### src/sv/birc_pkg.sv
`timescale 1ns / 1ps
// ----------------------------------------------------------------------------
// birc_pkg
// Shared types and constants of the bi-phase IR remote decoder.
// ----------------------------------------------------------------------------
package birc_pkg;

    localparam int TICKS_PER_PERIOD = 256;
    localparam int PRESCALE_W       = $clog2(TICKS_PER_PERIOD);

    localparam int TICK_W   = 8;
    localparam int PERIOD_W = 4;
    localparam int SHIFT_W  = 7;
    localparam int CMD_W    = 6;
    localparam int KEY_W    = 7;
    localparam int CFG_IDX_W = 2;
    localparam int CFG_DATA_W = 8;

    localparam logic [TICK_W-1:0]     TICK_MAX   = 8'd255;
    localparam logic [PERIOD_W-1:0]   PERIOD_MAX = 4'd15;
    localparam logic [PRESCALE_W-1:0] PRESCALE_LAST = PRESCALE_W'(TICKS_PER_PERIOD - 1);
    localparam logic [KEY_W-1:0]      NO_KEY     = 7'd64;

    localparam logic [7:0] SILENCE_RESET = 8'd49;
    localparam logic [7:0] SAMPLE_RESET  = 8'd16;
    localparam logic [3:0] RELEASE_RESET = 4'd8;

    localparam logic [CFG_IDX_W-1:0] REG_SILENCE_TICKS   = 2'd0;
    localparam logic [CFG_IDX_W-1:0] REG_SAMPLE_DELAY    = 2'd1;
    localparam logic [CFG_IDX_W-1:0] REG_RELEASE_PERIODS = 2'd2;

    typedef struct packed {
        logic [7:0] silence_ticks;
        logic [7:0] sample_delay;
        logic [3:0] release_periods;
    } birc_cfg_t;

    typedef struct packed {
        logic             valid;
        logic [KEY_W-1:0] code;
    } birc_result_t;

endpackage

### src/sv/birc_core.sv
`timescale 1ns / 1ps
// ----------------------------------------------------------------------------
// birc_core
// Frame search, bit sampling, command extraction and key release, one tick per item.
// ----------------------------------------------------------------------------
module birc_core
    import birc_pkg::*;
(
    input  logic         clk,
    input  logic         rst_n,
    input  logic         step,
    input  logic         ir_active,
    input  birc_cfg_t    cfg,
    output birc_result_t result
);

    typedef enum logic [2:0] {
        PH_SEARCH    = 3'd0,
        PH_SILENCE   = 3'd1,
        PH_WAIT_EDGE = 3'd2,
        PH_SAMPLE    = 3'd3,
        PH_EDGE      = 3'd4
    } phase_t;

    phase_t                phase_reg, phase_next;
    logic                  last_level_reg, last_level_next;
    logic [TICK_W-1:0]     tick_reg, tick_next;
    logic [PRESCALE_W-1:0] prescale_reg, prescale_next;
    logic [PERIOD_W-1:0]   period_reg, period_next;
    logic [SHIFT_W-1:0]    shift_reg, shift_next;

    logic [TICK_W-1:0]     tick_adv;
    logic [PERIOD_W-1:0]   period_adv;
    logic [PRESCALE_W-1:0] prescale_adv;
    logic                  wrap;

    always_comb
    begin
        tick_adv     = (tick_reg == TICK_MAX) ? tick_reg : tick_reg + 1'b1;
        wrap         = (prescale_reg == PRESCALE_LAST);
        prescale_adv = wrap ? '0 : prescale_reg + 1'b1;
        period_adv   = (wrap && period_reg != PERIOD_MAX) ? period_reg + 1'b1 : period_reg;
    end

    always_comb
    begin
        phase_next      = phase_reg;
        last_level_next = last_level_reg;
        tick_next       = tick_reg;
        prescale_next   = prescale_reg;
        period_next     = period_reg;
        shift_next      = shift_reg;
        result          = '0;
        if (step)
        begin
            tick_next     = tick_adv;
            prescale_next = prescale_adv;
            period_next   = period_adv;
            unique case (phase_reg)
                PH_SILENCE:
                begin
                    if (ir_active == last_level_reg)
                    begin
                        if (tick_adv > cfg.silence_ticks)
                        begin
                            phase_next  = PH_WAIT_EDGE;
                            period_next = '0;
                        end
                    end
                    else
                    begin
                        phase_next = PH_SEARCH;
                    end
                end
                PH_WAIT_EDGE:
                begin
                    if (ir_active != last_level_reg)
                    begin
                        phase_next = PH_SAMPLE;
                        tick_next  = '0;
                        shift_next = '0;
                    end
                    else if (period_adv > cfg.release_periods)
                    begin
                        result.valid = 1'b1;
                        result.code  = NO_KEY;
                    end
                end
                PH_SAMPLE:
                begin
                    if (tick_adv > cfg.sample_delay)
                    begin
                        phase_next      = PH_EDGE;
                        last_level_next = ir_active;
                        shift_next      = {shift_reg[SHIFT_W-2:0], ir_active};
                    end
                end
                PH_EDGE:
                begin
                    if (ir_active != last_level_reg)
                    begin
                        last_level_next = ir_active;
                        phase_next      = PH_SAMPLE;
                        tick_next       = '0;
                    end
                    else if (tick_adv > cfg.silence_ticks)
                    begin
                        phase_next   = PH_SEARCH;
                        result.valid = 1'b1;
                        result.code  = {1'b0, ~shift_reg[CMD_W:1]};
                    end
                end
                default:
                begin
                    tick_next       = '0;
                    last_level_next = ir_active;
                    phase_next      = PH_SILENCE;
                end
            endcase
        end
    end

    always_ff @(posedge clk or negedge rst_n)
    begin
        if (!rst_n)
        begin
            phase_reg      <= PH_SEARCH;
            last_level_reg <= 1'b0;
            tick_reg       <= '0;
            prescale_reg   <= '0;
            period_reg     <= '0;
            shift_reg      <= '0;
        end
        else
        begin
            phase_reg      <= phase_next;
            last_level_reg <= last_level_next;
            tick_reg       <= tick_next;
            prescale_reg   <= prescale_next;
            period_reg     <= period_next;
            shift_reg      <= shift_next;
        end
    end

endmodule

### src/sv/biphase_ir_remote_decoder.sv
`timescale 1ns / 1ps
// ----------------------------------------------------------------------------
// biphase_ir_remote_decoder
// Bi-phase IR remote decoder: one receiver sample per item, key codes out.
// ----------------------------------------------------------------------------
// Input channel: in_valid / in_stall carry ir_active, one sample tick per
// item. Output channel: out_valid / out_stall carry key_code, 0..63 for a
// decoded command or 64 for no key pressed; a tick yields zero or one item.
// Config channel: cfg_valid / cfg_ready (always ready) write cfg_data to
// register cfg_index: 0 silence_ticks, 1 sample_delay, 2 release_periods;
// index 3 is ignored. Write only while the decoder is idle.
// Output: a result is registered and appears on out_valid in the cycle after its tick is taken.
// Throughput: one tick per cycle while in_stall is low; the decoder state
// updates in a single registered step per tick.
// Reset: registers return to 49 / 16 / 8, decoder restarts its frame search,
// output register empties.
// Stall: while a result waits under out_stall, in_stall is raised; the
// output register is freed and refilled in the same cycle it is taken.
// ----------------------------------------------------------------------------
module biphase_ir_remote_decoder
    import birc_pkg::*;
(
    input  logic                  clk,
    input  logic                  rst_n,
    input  logic                  in_valid,
    output logic                  in_stall,
    input  logic                  ir_active,
    output logic                  out_valid,
    input  logic                  out_stall,
    output logic [KEY_W-1:0]      key_code,
    input  logic                  cfg_valid,
    output logic                  cfg_ready,
    input  logic [CFG_IDX_W-1:0]  cfg_index,
    input  logic [CFG_DATA_W-1:0] cfg_data
);

    birc_cfg_t        cfg_reg;
    birc_result_t     result;
    logic             step;
    logic             out_valid_reg, out_valid_next;
    logic [KEY_W-1:0] key_code_reg, key_code_next;

    assign cfg_ready = 1'b1;
    assign in_stall  = out_valid_reg && out_stall;
    assign step      = in_valid && !in_stall;
    assign out_valid = out_valid_reg;
    assign key_code  = key_code_reg;

    always_ff @(posedge clk or negedge rst_n)
    begin
        if (!rst_n)
        begin
            cfg_reg.silence_ticks   <= SILENCE_RESET;
            cfg_reg.sample_delay    <= SAMPLE_RESET;
            cfg_reg.release_periods <= RELEASE_RESET;
        end
        else if (cfg_valid && cfg_ready)
        begin
            unique case (cfg_index)
                REG_SILENCE_TICKS:   cfg_reg.silence_ticks   <= cfg_data;
                REG_SAMPLE_DELAY:    cfg_reg.sample_delay    <= cfg_data;
                REG_RELEASE_PERIODS: cfg_reg.release_periods <= cfg_data[3:0];
                default:             cfg_reg <= cfg_reg;
            endcase
        end
    end

    birc_core u_core (
        .clk       (clk),
        .rst_n     (rst_n),
        .step      (step),
        .ir_active (ir_active),
        .cfg       (cfg_reg),
        .result    (result)
    );

    always_comb
    begin
        out_valid_next = out_valid_reg;
        key_code_next  = key_code_reg;
        if (!in_stall)
        begin
            out_valid_next = result.valid;
            key_code_next  = result.code;
        end
    end

    always_ff @(posedge clk or negedge rst_n)
    begin
        if (!rst_n)
        begin
            out_valid_reg <= 1'b0;
        end
        else
        begin
            out_valid_reg <= out_valid_next;
        end
    end

    always_ff @(posedge clk)
    begin
        key_code_reg <= key_code_next;
    end

    a_stall_only_when_full: assert property (@(posedge clk) disable iff (!rst_n)
        in_stall |-> out_valid)
        else $error("input stalled with empty output register");

    a_result_needs_tick: assert property (@(posedge clk) disable iff (!rst_n)
        result.valid |-> step)
        else $error("result produced without an accepted tick");

    a_code_range: assert property (@(posedge clk) disable iff (!rst_n)
        out_valid |-> (key_code <= NO_KEY))
        else $error("key code out of range");

    a_new_result_follows_tick: assert property (@(posedge clk) disable iff (!rst_n)
        (step && result.valid) |=> out_valid)
        else $error("result lost in output register");

endmodule

### config.mk
export PLATFORM = sky130hd
export DESIGN_NAME = biphase_ir_remote_decoder
export DESIGN_NICKNAME = d
export VERILOG_FILES = /design/src/sv/birc_pkg.sv /design/src/sv/birc_core.sv /design/src/sv/biphase_ir_remote_decoder.sv
export SDC_FILE = /design/constraint.sdc
export NUM_CORES = 1
export LEC_CHECK = 0
export ABC_AREA = 1
export ABC_CLOCK_PERIOD_IN_PS = 2570
export BUFFER_PORTS_ARGS = -buffer_cell sky130_fd_sc_hd__buf_2
export CAP_MARGIN = 20
export CELL_PAD_IN_SITES_DETAIL_PLACEMENT = 2
export CELL_PAD_IN_SITES_GLOBAL_PLACEMENT = 2
export CORE_MARGIN = 5
export CORE_UTILIZATION = 36
export DETAILED_ROUTE_END_ITERATION = 10
export GPL_TIMING_DRIVEN = 0
export PLACE_DENSITY = 0.9
export SYNTH_ARGS = -nofsm -noshare
export SYNTH_HDL_FRONTEND = slang
export SYNTH_SLANG_ARGS = --single-unit
### constraint.sdc
create_clock -name clk -period 2.57 [get_ports clk]
set_input_delay 0.514 -clock clk [delete_from_list [all_inputs] [get_ports clk]]
set_output_delay 0.514 -clock clk [all_outputs]
set_load 0.005 [all_outputs]
# Word level (Yosys, flattened, before mapping)

Cells that the tools add are included.

Register bits: 59
Bits of input ports: 16
Output and inout bits: 10
Word-level logic and storage cells: 77

$add $sub $neg: 3
Magnitude comparators: 3
Eq/ne operators: 16
Mux-type cells: 27
Bitwise operators: 2
Reduce and logical (&&, ||, !) cells: 15

Operators by type and width:

| operator            | count |
|---|---|
| $mux 8              | 8 |
| $pmux 8 s2          | 2 |
| $mux 3              | 6 |
| $add 8x1->8 const B | 2 |
| $eq 8x8->1 const B  | 2 |
| $gt 8x8->1          | 2 |
| $mux 4              | 4 |
| $mux 7              | 2 |
| $pmux 7 s2          | 1 |
| $pmux 3 s4          | 1 |
| $reduce_and 4->1    | 2 |
| $eq 3x2->1 const B  | 2 |
| $ne 2x1->1 const B  | 3 |
| $not 6->6           | 1 |
| $reduce_and 2->1    | 3 |
| $reduce_or 2->1     | 3 |
| $reduce_and 5->1    | 1 |
| $add 4x1->4 const B | 1 |
| $gt 4x4->1          | 1 |
| $ne 4x4->1 const B  | 1 |
| $eq 3x1->1 const B  | 1 |
| $eq 3x3->1 const B  | 1 |
| $logic_and 1x1->1   | 3 |
| $ne 3x1->1 const B  | 1 |
| 11 further kinds    | 12 |

# Logic depth before layout (Yosys ltp)

Gate-level depths: netlist of the first run.

Word-level depth: 8
Mapped depth: 20
Depth with buffers taken out: 19

# By module

From an unflattened synthesis of the first run, not the netlist that was laid out.

Cell total of the unflattened synthesis: 432
Area total of the unflattened synthesis: 3483.3 um^2

By module, submodules not included:

| module                    | instances | cells each | area an instance (um^2) | seq. area each (um^2) |
|---|---|---|---|---|
| birc_core                 | 1         | 327        | 2381.0                  | 775.7 |
| biphase_ir_remote_decoder | 1         | 105        | 1102.3                  | 742.0 |

# Least setup slack after synthesis of the first run

OpenSTA, ideal clock, no wires.

Path type: reg-to-reg
From: register u_core.tick_reg[0]
To: register u_core.shift_reg[3]
Library setup time: 0.121 ns
Data arrival time: 2.122 ns
Data required time: 2.449 ns
Setup slack: 0.328 ns
Cell stages (with the launch flop): 18
Path buffers: 1
Period minus slack after synthesis: 2.242 ns
Cell sequence: dfrtp_1 > ha_1 > nand2_1 > inv_2 > nand3_4 > nand3_2 > xor2_2 > ha_1 > nand2_1 > nor2_1 > nand2_1 > nand2_1 > nand2_1 > nand2_1 > nand3_2 > buf_4 > nand2_1 > o21ai_1

Cells in the longest elaborated chain, start to end: 5
Elaborated cells between the ends (all ways): 6
Those cells by class: add/sub: 1; order compare: 1; eq/ne: 2; mux: 1; reduce/logical: 1

RTL lines:

| item                                      | RTL line         | text |
|---|---|---|
| from (decl)                               | birc_core.sv:27  | `logic [TICK_W-1:0] tick_reg, tick_next;` |
| from (signal assigned)                    | birc_core.sv:138 | `tick_reg <= tick_next;` |
| $add 8x1->8 or $eq 8x8->1 (tied branches) | birc_core.sv:39  | `tick_adv = (tick_reg == TICK_MAX) ? tick_reg : tick_reg + 1'b1;` |
| $mux 8 *                                  | birc_core.sv:39  |  |
| $gt 8x8->1 *                              | birc_core.sv:91  | `if (tick_adv > cfg.sample_delay)` |
| $ne 2x1->1 (no line) *                    | --               |  |
| $reduce_and 4->1 (no line) *              | --               |  |
| to (signal assigned)                      | birc_core.sv:141 | `shift_reg <= shift_next;` |
| to (decl)                                 | birc_core.sv:30  | `logic [SHIFT_W-1:0] shift_reg, shift_next;` |

Mark *: on every way between the ends. The rest lies on a longest branch, timed or not.
A chain may end at the register's enable or synchronous reset.

# Worst setup path in the final report of the first run

From: register u_core.tick_reg[3]
To: register u_core.shift_reg[1]

The elaborated chain is that of the path after synthesis.

==> results.txt, run 1 <==
Worst reg2reg startpoint - u_core.tick_reg[3]$_DFFE_PN0P_
R2r setup slk - -0.29 ns
Crit share post-route - 1.11
Gp weighted congestion - 0.783
Iter 0 DRT Violations - 88
Most common cell after layout, fill and taps aside - nand2_1
Diodes inserted - 0
Reg clk slew, reported paths - 0.08 ns
Number of port buffers - 24
CP Launch Type - flip-flop
Vias in the first global route - 3,297
Clock Latency Late Sink - 0.36 ns
Antenna violations before repair - 0
R2R cell count - 15
Total global-route track usage - 0.199
Routed vias/inst - 5.45
Die area - 11,200 um^2
Largest net degree at the start of global routing - 30
Routed length per instance - 23.6 um
Slew at the pin with the worst max-slew slack - 0.703 ns
WP data arrival - 3.11 ns
Global route overflow - 0
Post-route cell area - 4270 um^2
Cell variety after synth - 38
Max-slew violations - 0
Seq cells post-synth - 59
Synth-to-Final Area Change - 29.2%
Sum Neg Setup Slack - -3.86 ns
Number of max-cap violations - 0
1st-pass router iterations - 4
Critical Path RT - 2.83 ns
Die Width - 106 um
CP Class - reg2reg
Net Switching - 1.63 mW
I/O pin cnt - 26
Site Rows - 35
Clock buffer depth - 2
Seq pwr share - 0.348
Sequential-to-total area share from yosys stat - 0.459
TritonCTS clock tree - yes
CP endpoint kind - flip-flop
Cells after Synth - 399
Worst clock skew - 0.0151 ns
DRC viols - 0
Placed Cells - 535
Chip Height - 106 um
Global-route wire length before repair - 17,200 um
Area post-placement - 3580 um^2
Leak - 2.13 nW
Clk pwr share - 0.238
Worst vdd ir - 356 uV
Crit path time final - 2.86 ns
Synth Area per Inst - 8.28 um^2
Layout net count - 488
Violated checks - negative setup slack
DP HPWL - 6990 um
Unrepaired setup endpoints after global routing - yes
Part of the power in combinational logic - 0.415
Syn Nets - 438
CTS H-tree depth - 3
Slew HR - 0.531
Multi-input logic area - 1840 um^2
Initial Utilization - 0.363
Final core occ - 0.469
Routed wire length - 13,300 um
Share of cells above drive strength 1 - 0.326
Layout Cells excl Fill - 565
Hold Path Class - in2async
# fillers - 997
Final setup fails - 23
CTS Buf Count - 9
Pre-CTS WS - -0.266 ns
Pwr/cell area - 889 nW/um^2
Total chip power - 3.79 mW
Core Area - 9110 um^2
Antenna Nets Post-Route - 0
Int Power - 2.17 mW
Clk sink count - 59
Register Area - 1520 um^2
Capture point of the worst reg-to-reg path - u_core.shift_reg[1]$_DFFE_PN0P_
Status - finished with violations
Syn Std Cell Area - 3300 um^2
Vias - 3,079
Most frequent cells in the layout - nand2_1 (85), inv_1 (49), dfrtp_1 (45)
Largest register FFs - 20
Sw Share - 0.429
Synthesis Warnings - 0
WHS - 0.144 ns
Final hold violations - 0
Worst setup margin - -0.288 ns
CP max FO - 8
CTS root buf - clkbuf_8
Fmax achieved - 350 MHz
[final cells by class]
| type | instances | share of cell area |
|---|---|---|
| Buffer | 8 | 0.0120 |
| Clock buffer | 9 | 0.0290 |
| Clock inverter | 7 | 0.0179 |
| Inverter | 65 | 0.0578 |
| Multi-Input combinational cell | 267 | 0.431 |
| Sequential cell | 59 | 0.356 |
| Tap cell | 111 | 0.0325 |
| Timing Repair Buffer | 39 | 0.0633 |
[critical path, stage by stage, from the launching register on]
cell and delay [ns]:
dfrtp_2 0.47, nand2_4 0.11, nor3_4 0.24, nand3_4 0.23
nand3_4 0.18, xor2_4 0.29, ha_4 0.18, a21oi_1 0.08
nor2_1 0.11, nor2_1 0.08, nand2_2 0.09, nand2_4 0.08
nand2_4 0.10, nand3_4 0.12, buf_8 0.18, o21ai_1 0.21
[timing repair]
item,CTS,global route
gates cloned,0,1
endpoints found under the setup margin,23,23
hold buffers,0,0
resized for setup,17,62
setup buffers,2,11
pin swaps,1,20
[power by group through the flow]
stage               clock network, mW  logic [mW]  registers (mW)
detailed placement                  0        1.08            1.31
floorplan                           0       0.781            1.27
finish                          0.902        1.57            1.32
global placement                    0       0.975            1.29
CTS                             0.916        1.18            1.29
global route                    0.953        1.70            1.34
[per-layer routing]
layer  track usage  wire length (um)  up-vias  part of all wire
met4        0.0638               530        0             0.040
met3        0.0288               392       38             0.029
met2         0.371              6980       61              0.52
li1              -                 -     1385                 -
met5             0                 0        -                 0
met1         0.233              5410     1595              0.41
[how the worst max path moves through the flow]
| stage | endpoint | slack, ns | start | cells past startpoint |
|---|---|---|---|---|
| after global routing | u_core.last_level_reg$_DFFE_PN0P_ | -0.39 | u_core.tick_reg[3]$_DFFE_PN0P_ | 15 |
| after CTS | u_core.shift_reg[4]$_DFFE_PN0P_ | 0.004 | u_core.tick_reg[0]$_DFFE_PN0P_ | 20 |
| final | u_core.shift_reg[1]$_DFFE_PN0P_ | -0.29 | u_core.tick_reg[3]$_DFFE_PN0P_ | 15 |
| after floorplan | u_core.shift_reg[3]$_DFFE_PN0P_ | 0.33 | u_core.tick_reg[0]$_DFFE_PN0P_ | 17 |
| after global placement | key_code[0]$_SDFFCE_PN0N_ | -0.02 | u_core.tick_reg[0]$_DFFE_PN0P_ | 11 |
| after detailed placement | key_code[0]$_SDFFCE_PN0N_ | -0.27 | u_core.tick_reg[0]$_DFFE_PN0P_ | 12 |
[synth_stat cells]
cell type / count / area share
nand2_2: 3 / 0.0057
nor3_2: 1 / 0.0030
inv_1: 50 / 0.057
ha_1: 23 / 0.087
xnor2_2: 1 / 0.0049
o21ai_2: 1 / 0.0027
clkbuf_1: 3 / 0.0034
xor2_1: 6 / 0.016
dfstp_2: 5 / 0.040
nor2_1: 19 / 0.022
o21ai_1: 21 / 0.032
nor4_2: 1 / 0.0038
a21oi_1: 12 / 0.018
or2_4: 1 / 0.0027
clkinv_1: 1 / 0.0011
conb_1: 1 / 0.0011
o21ai_0: 24 / 0.036
nor2_2: 3 / 0.0057
edfxtp_1: 7 / 0.064
nand3_4: 1 / 0.0053
nor4_1: 1 / 0.0019
nand4_1: 4 / 0.0076
buf_2: 2 / 0.0030
nand3_1: 20 / 0.030
a21oi_2: 2 / 0.0053
o31ai_1: 1 / 0.0023
dfrtp_1: 47 / 0.36
nand2_1: 104 / 0.12
xnor2_1: 2 / 0.0053
buf_4: 3 / 0.0068
o22ai_1: 1 / 0.0019
nor3_1: 7 / 0.011
nand3_2: 2 / 0.0061
a21o_1: 2 / 0.0045
nand4_2: 1 / 0.0038
inv_2: 14 / 0.016
nor3_4: 1 / 0.0049
xor2_2: 1 / 0.0049
[cells by family after synthesis]
kind of cell / synth area share
flip-flops: 0.459
adder cells (fa/ha/maj): 0.0871
XOR/XNOR: 0.0311
AO/OA/AOI/OAI: 0.103
AND/OR/NAND/NOR: 0.231
other: 0.00114
buffers and inverters: 0.0871
Power figures use the tool's default switching activity.
==> run 2: changes to the inputs <==
==> constraint.sdc (replaced) <==
create_clock -name clk -period 2.57 [get_ports clk]
set_input_delay 0.1285 -clock clk [delete_from_list [all_inputs] [get_ports clk]]
set_output_delay 0.1285 -clock clk [all_outputs]
set_load 0.005 [all_outputs]
==> results.txt, run 2 (same netlist as run 1, synthesis figures left out) <==
Status - finished with violations
Violated checks - negative setup slack
Slowest stage delay, CP - 0.43 ns (-0.04 ns)
Critical Path RT - 2.76 ns (-0.07 ns)
Share of cells above drive strength 1 - 0.334 (+0.00807)
Global route overflow - 0 (unchanged)
Routed vias/inst - 5.41 (-0.65%)
Pwr/cell area - 886 nW/um^2 (-0.30%)
CP max FO - 7 (-1)
Total global-route track usage - 0.204 (+0.00524)
Fmax achieved - 366 MHz (+4.7%)
Vias - 3,097 (+0.58%)
Antenna Nets Post-Route - 0 (unchanged)
Critical path's top delay family - simple AND/OR/NAND/NOR gates
1st-pass router iterations - 4 (unchanged)
TritonCTS clock tree - yes
Synth-to-Final Area Change - 32.1%
Number of max-cap violations - 0 (unchanged)
R2r setup slk - -0.16 ns (+0.13 ns)
Crit share post-route - 1.06 (-0.0498)
Sum Neg Setup Slack - -2.14 ns (+1.72 ns)
Final setup fails - 22 (-4.3%)
Diodes inserted - 0 (unchanged)
Total chip power - 3.87 mW (+1.9%)
Die area - 11,200 um^2 (unchanged)
Routed length per instance - 23.3 um (-1.2%)
Most used cell, CP - nor2_1
Most frequent cells in the layout - nand2_1 (79), inv_1 (49), dfrtp_1 (45)
CP Class - reg2reg
# fillers - 993 (-0.40%)
Largest register FFs - 20 (unchanged)
Layout net count - 495 (+1.4%)
Worst clock skew - 0.0157 ns (+0.000585 ns)
Number of port buffers - 24 (unchanged)
Slew at the pin with the worst max-slew slack - 0.705 ns (+0.00196 ns)
Global-route wire length before repair - 17,500 um (+1.7%)
WP data arrival - 2.91 ns (-0.20 ns)
Crit path cell chain - buf_4, nand3_2, nor2_1, xor2_1, nand2_4, ha_4, nand2_1, a21oi_1, nor2_1, nand2_2, nand4_1, buf_6, nor2_1
DRC viols - 0 (unchanged)
Hold Path Class - in2reg
Initial Utilization - 0.363 (unchanged)
CP bufs+invs - 2 (+1)
Clock buffer depth - 2 (unchanged)
CP endpoint kind - flip-flop
Crit path time final - 2.73 ns (-0.128 ns)
I/O pin cnt - 26 (unchanged)
Vias in the first global route - 3,307 (+0.30%)
CTS H-tree depth - 3 (unchanged)
Worst vdd ir - 360 uV (+1.1%)
Routed wire length - 13,300 um (unchanged)
Largest net degree at the start of global routing - 30 (unchanged)
Max-slew violations - 0 (unchanged)
Final hold violations - 0 (unchanged)
Unrepaired setup endpoints after global routing - yes
Reg clk slew, reported paths - 0.08 ns (about the same)
Site Rows - 35 (unchanged)
Most common cell after layout, fill and taps aside - nand2_1
Slew HR - 0.530 (-0.00131)
DP HPWL - 6990 um (unchanged)
Chip Height - 106 um (unchanged)
CP Launch Type - flip-flop
Worst setup margin - -0.160 ns (+0.128 ns)
Clock Latency Late Sink - 0.36 ns (about the same)
Iter 0 DRT Violations - 111 (+26%)
Multi-input logic area - 1870 um^2 (+1.4%)
CTS Buf Count - 9 (unchanged)
WHS - 0.0162 ns (-0.128 ns)
Gp weighted congestion - 0.783 (unchanged)
Die Width - 106 um (unchanged)
Antenna violations before repair - 0 (unchanged)
Slowest stage cell, crit path - dfrtp_1
Core Area - 9110 um^2 (unchanged)
Register Area - 1520 um^2 (unchanged)
Clk sink count - 59 (unchanged)
CTS root buf - clkbuf_8
Leak - 2.16 nW (+1.3%)
[run 2: final timing paths]
| path | from | endpoint | cells past startpoint |
|---|---|---|---|
| min in group asynchronous | rst_n | u_core.tick_reg[6]$_DFFE_PN0P_ | 2 |
| hold / removal | cfg_data[4] | cfg_reg[8]$_DFFE_PN1P_ | 3 |
| hold reg to reg | u_core.prescale_reg[4]$_DFFE_PN0P_ | u_core.prescale_reg[4]$_DFFE_PN0P_ | 1 |
| setup reg to reg | u_core.tick_reg[0]$_DFFE_PN0P_ | key_code[0]$_SDFFCE_PN0N_ | 13 |
| max in group asynchronous | rst_n | u_core.tick_reg[3]$_DFFE_PN0P_ | 3 |
| setup / recovery | u_core.tick_reg[0]$_DFFE_PN0P_ | key_code[0]$_SDFFCE_PN0N_ | 13 |
[run 2: final cells by class]
| cell class | count | area share |
|---|---|---|
| Inverter | 65 | 0.0576 |
| Tap cell | 111 | 0.0318 |
| Sequential cell | 59 | 0.348 |
| Buffer | 8 | 0.0118 |
| Clock inverter | 7 | 0.0175 |
| Timing Repair Buffer | 46 | 0.0769 |
| Clock buffer | 9 | 0.0284 |
| Multi-Input combinational cell | 267 | 0.428 |
[run 2: tightest hold or removal path, cell delays in order]
cell     delay [ns]
buf_2          0.09
inv_1          0.05
o21ai_0        0.09
[run 2: metal layers]
layer / global-route usage / vias up / wire length, um
met3: 0.0312 / 34 / 377
met5: 0 / - / 0
met2: 0.377 / 85 / 6960
li1: - / 1403 / -
met1: 0.239 / 1575 / 5510
met4: 0.0712 / 0 / 464
[run 2: metrics by stage]
stage | cell area (um^2) | util | setup slack, ns | instances
finish | 4360 | 0.479 | -0.160 | 572
global route | 4360 | 0.479 | -0.311 | 572
CTS | 3880 | 0.427 | 0.00369 | 555
detailed placement | 3580 | 0.393 | -0.266 | 535
global placement | 3560 | 0.391 | -0.0216 | 534
floorplan | 3300 | - | 0.328 | 399
[run 2: timing repair]
action	CTS	global route
cloned	0	1
gates resized for setup	17	65
setup endpoints to repair	23	23
pin swaps	1	9
buffers inserted	2	16
endpoints found under the hold margin	19	0
hold buffers	2	0
[run 2: where the power goes]
group | switching [mW] | internal [mW]
logic | 1.02 | 0.615
clock network | 0.460 | 0.454
registers | 0.178 | 1.14
total | 1.66 | 2.21
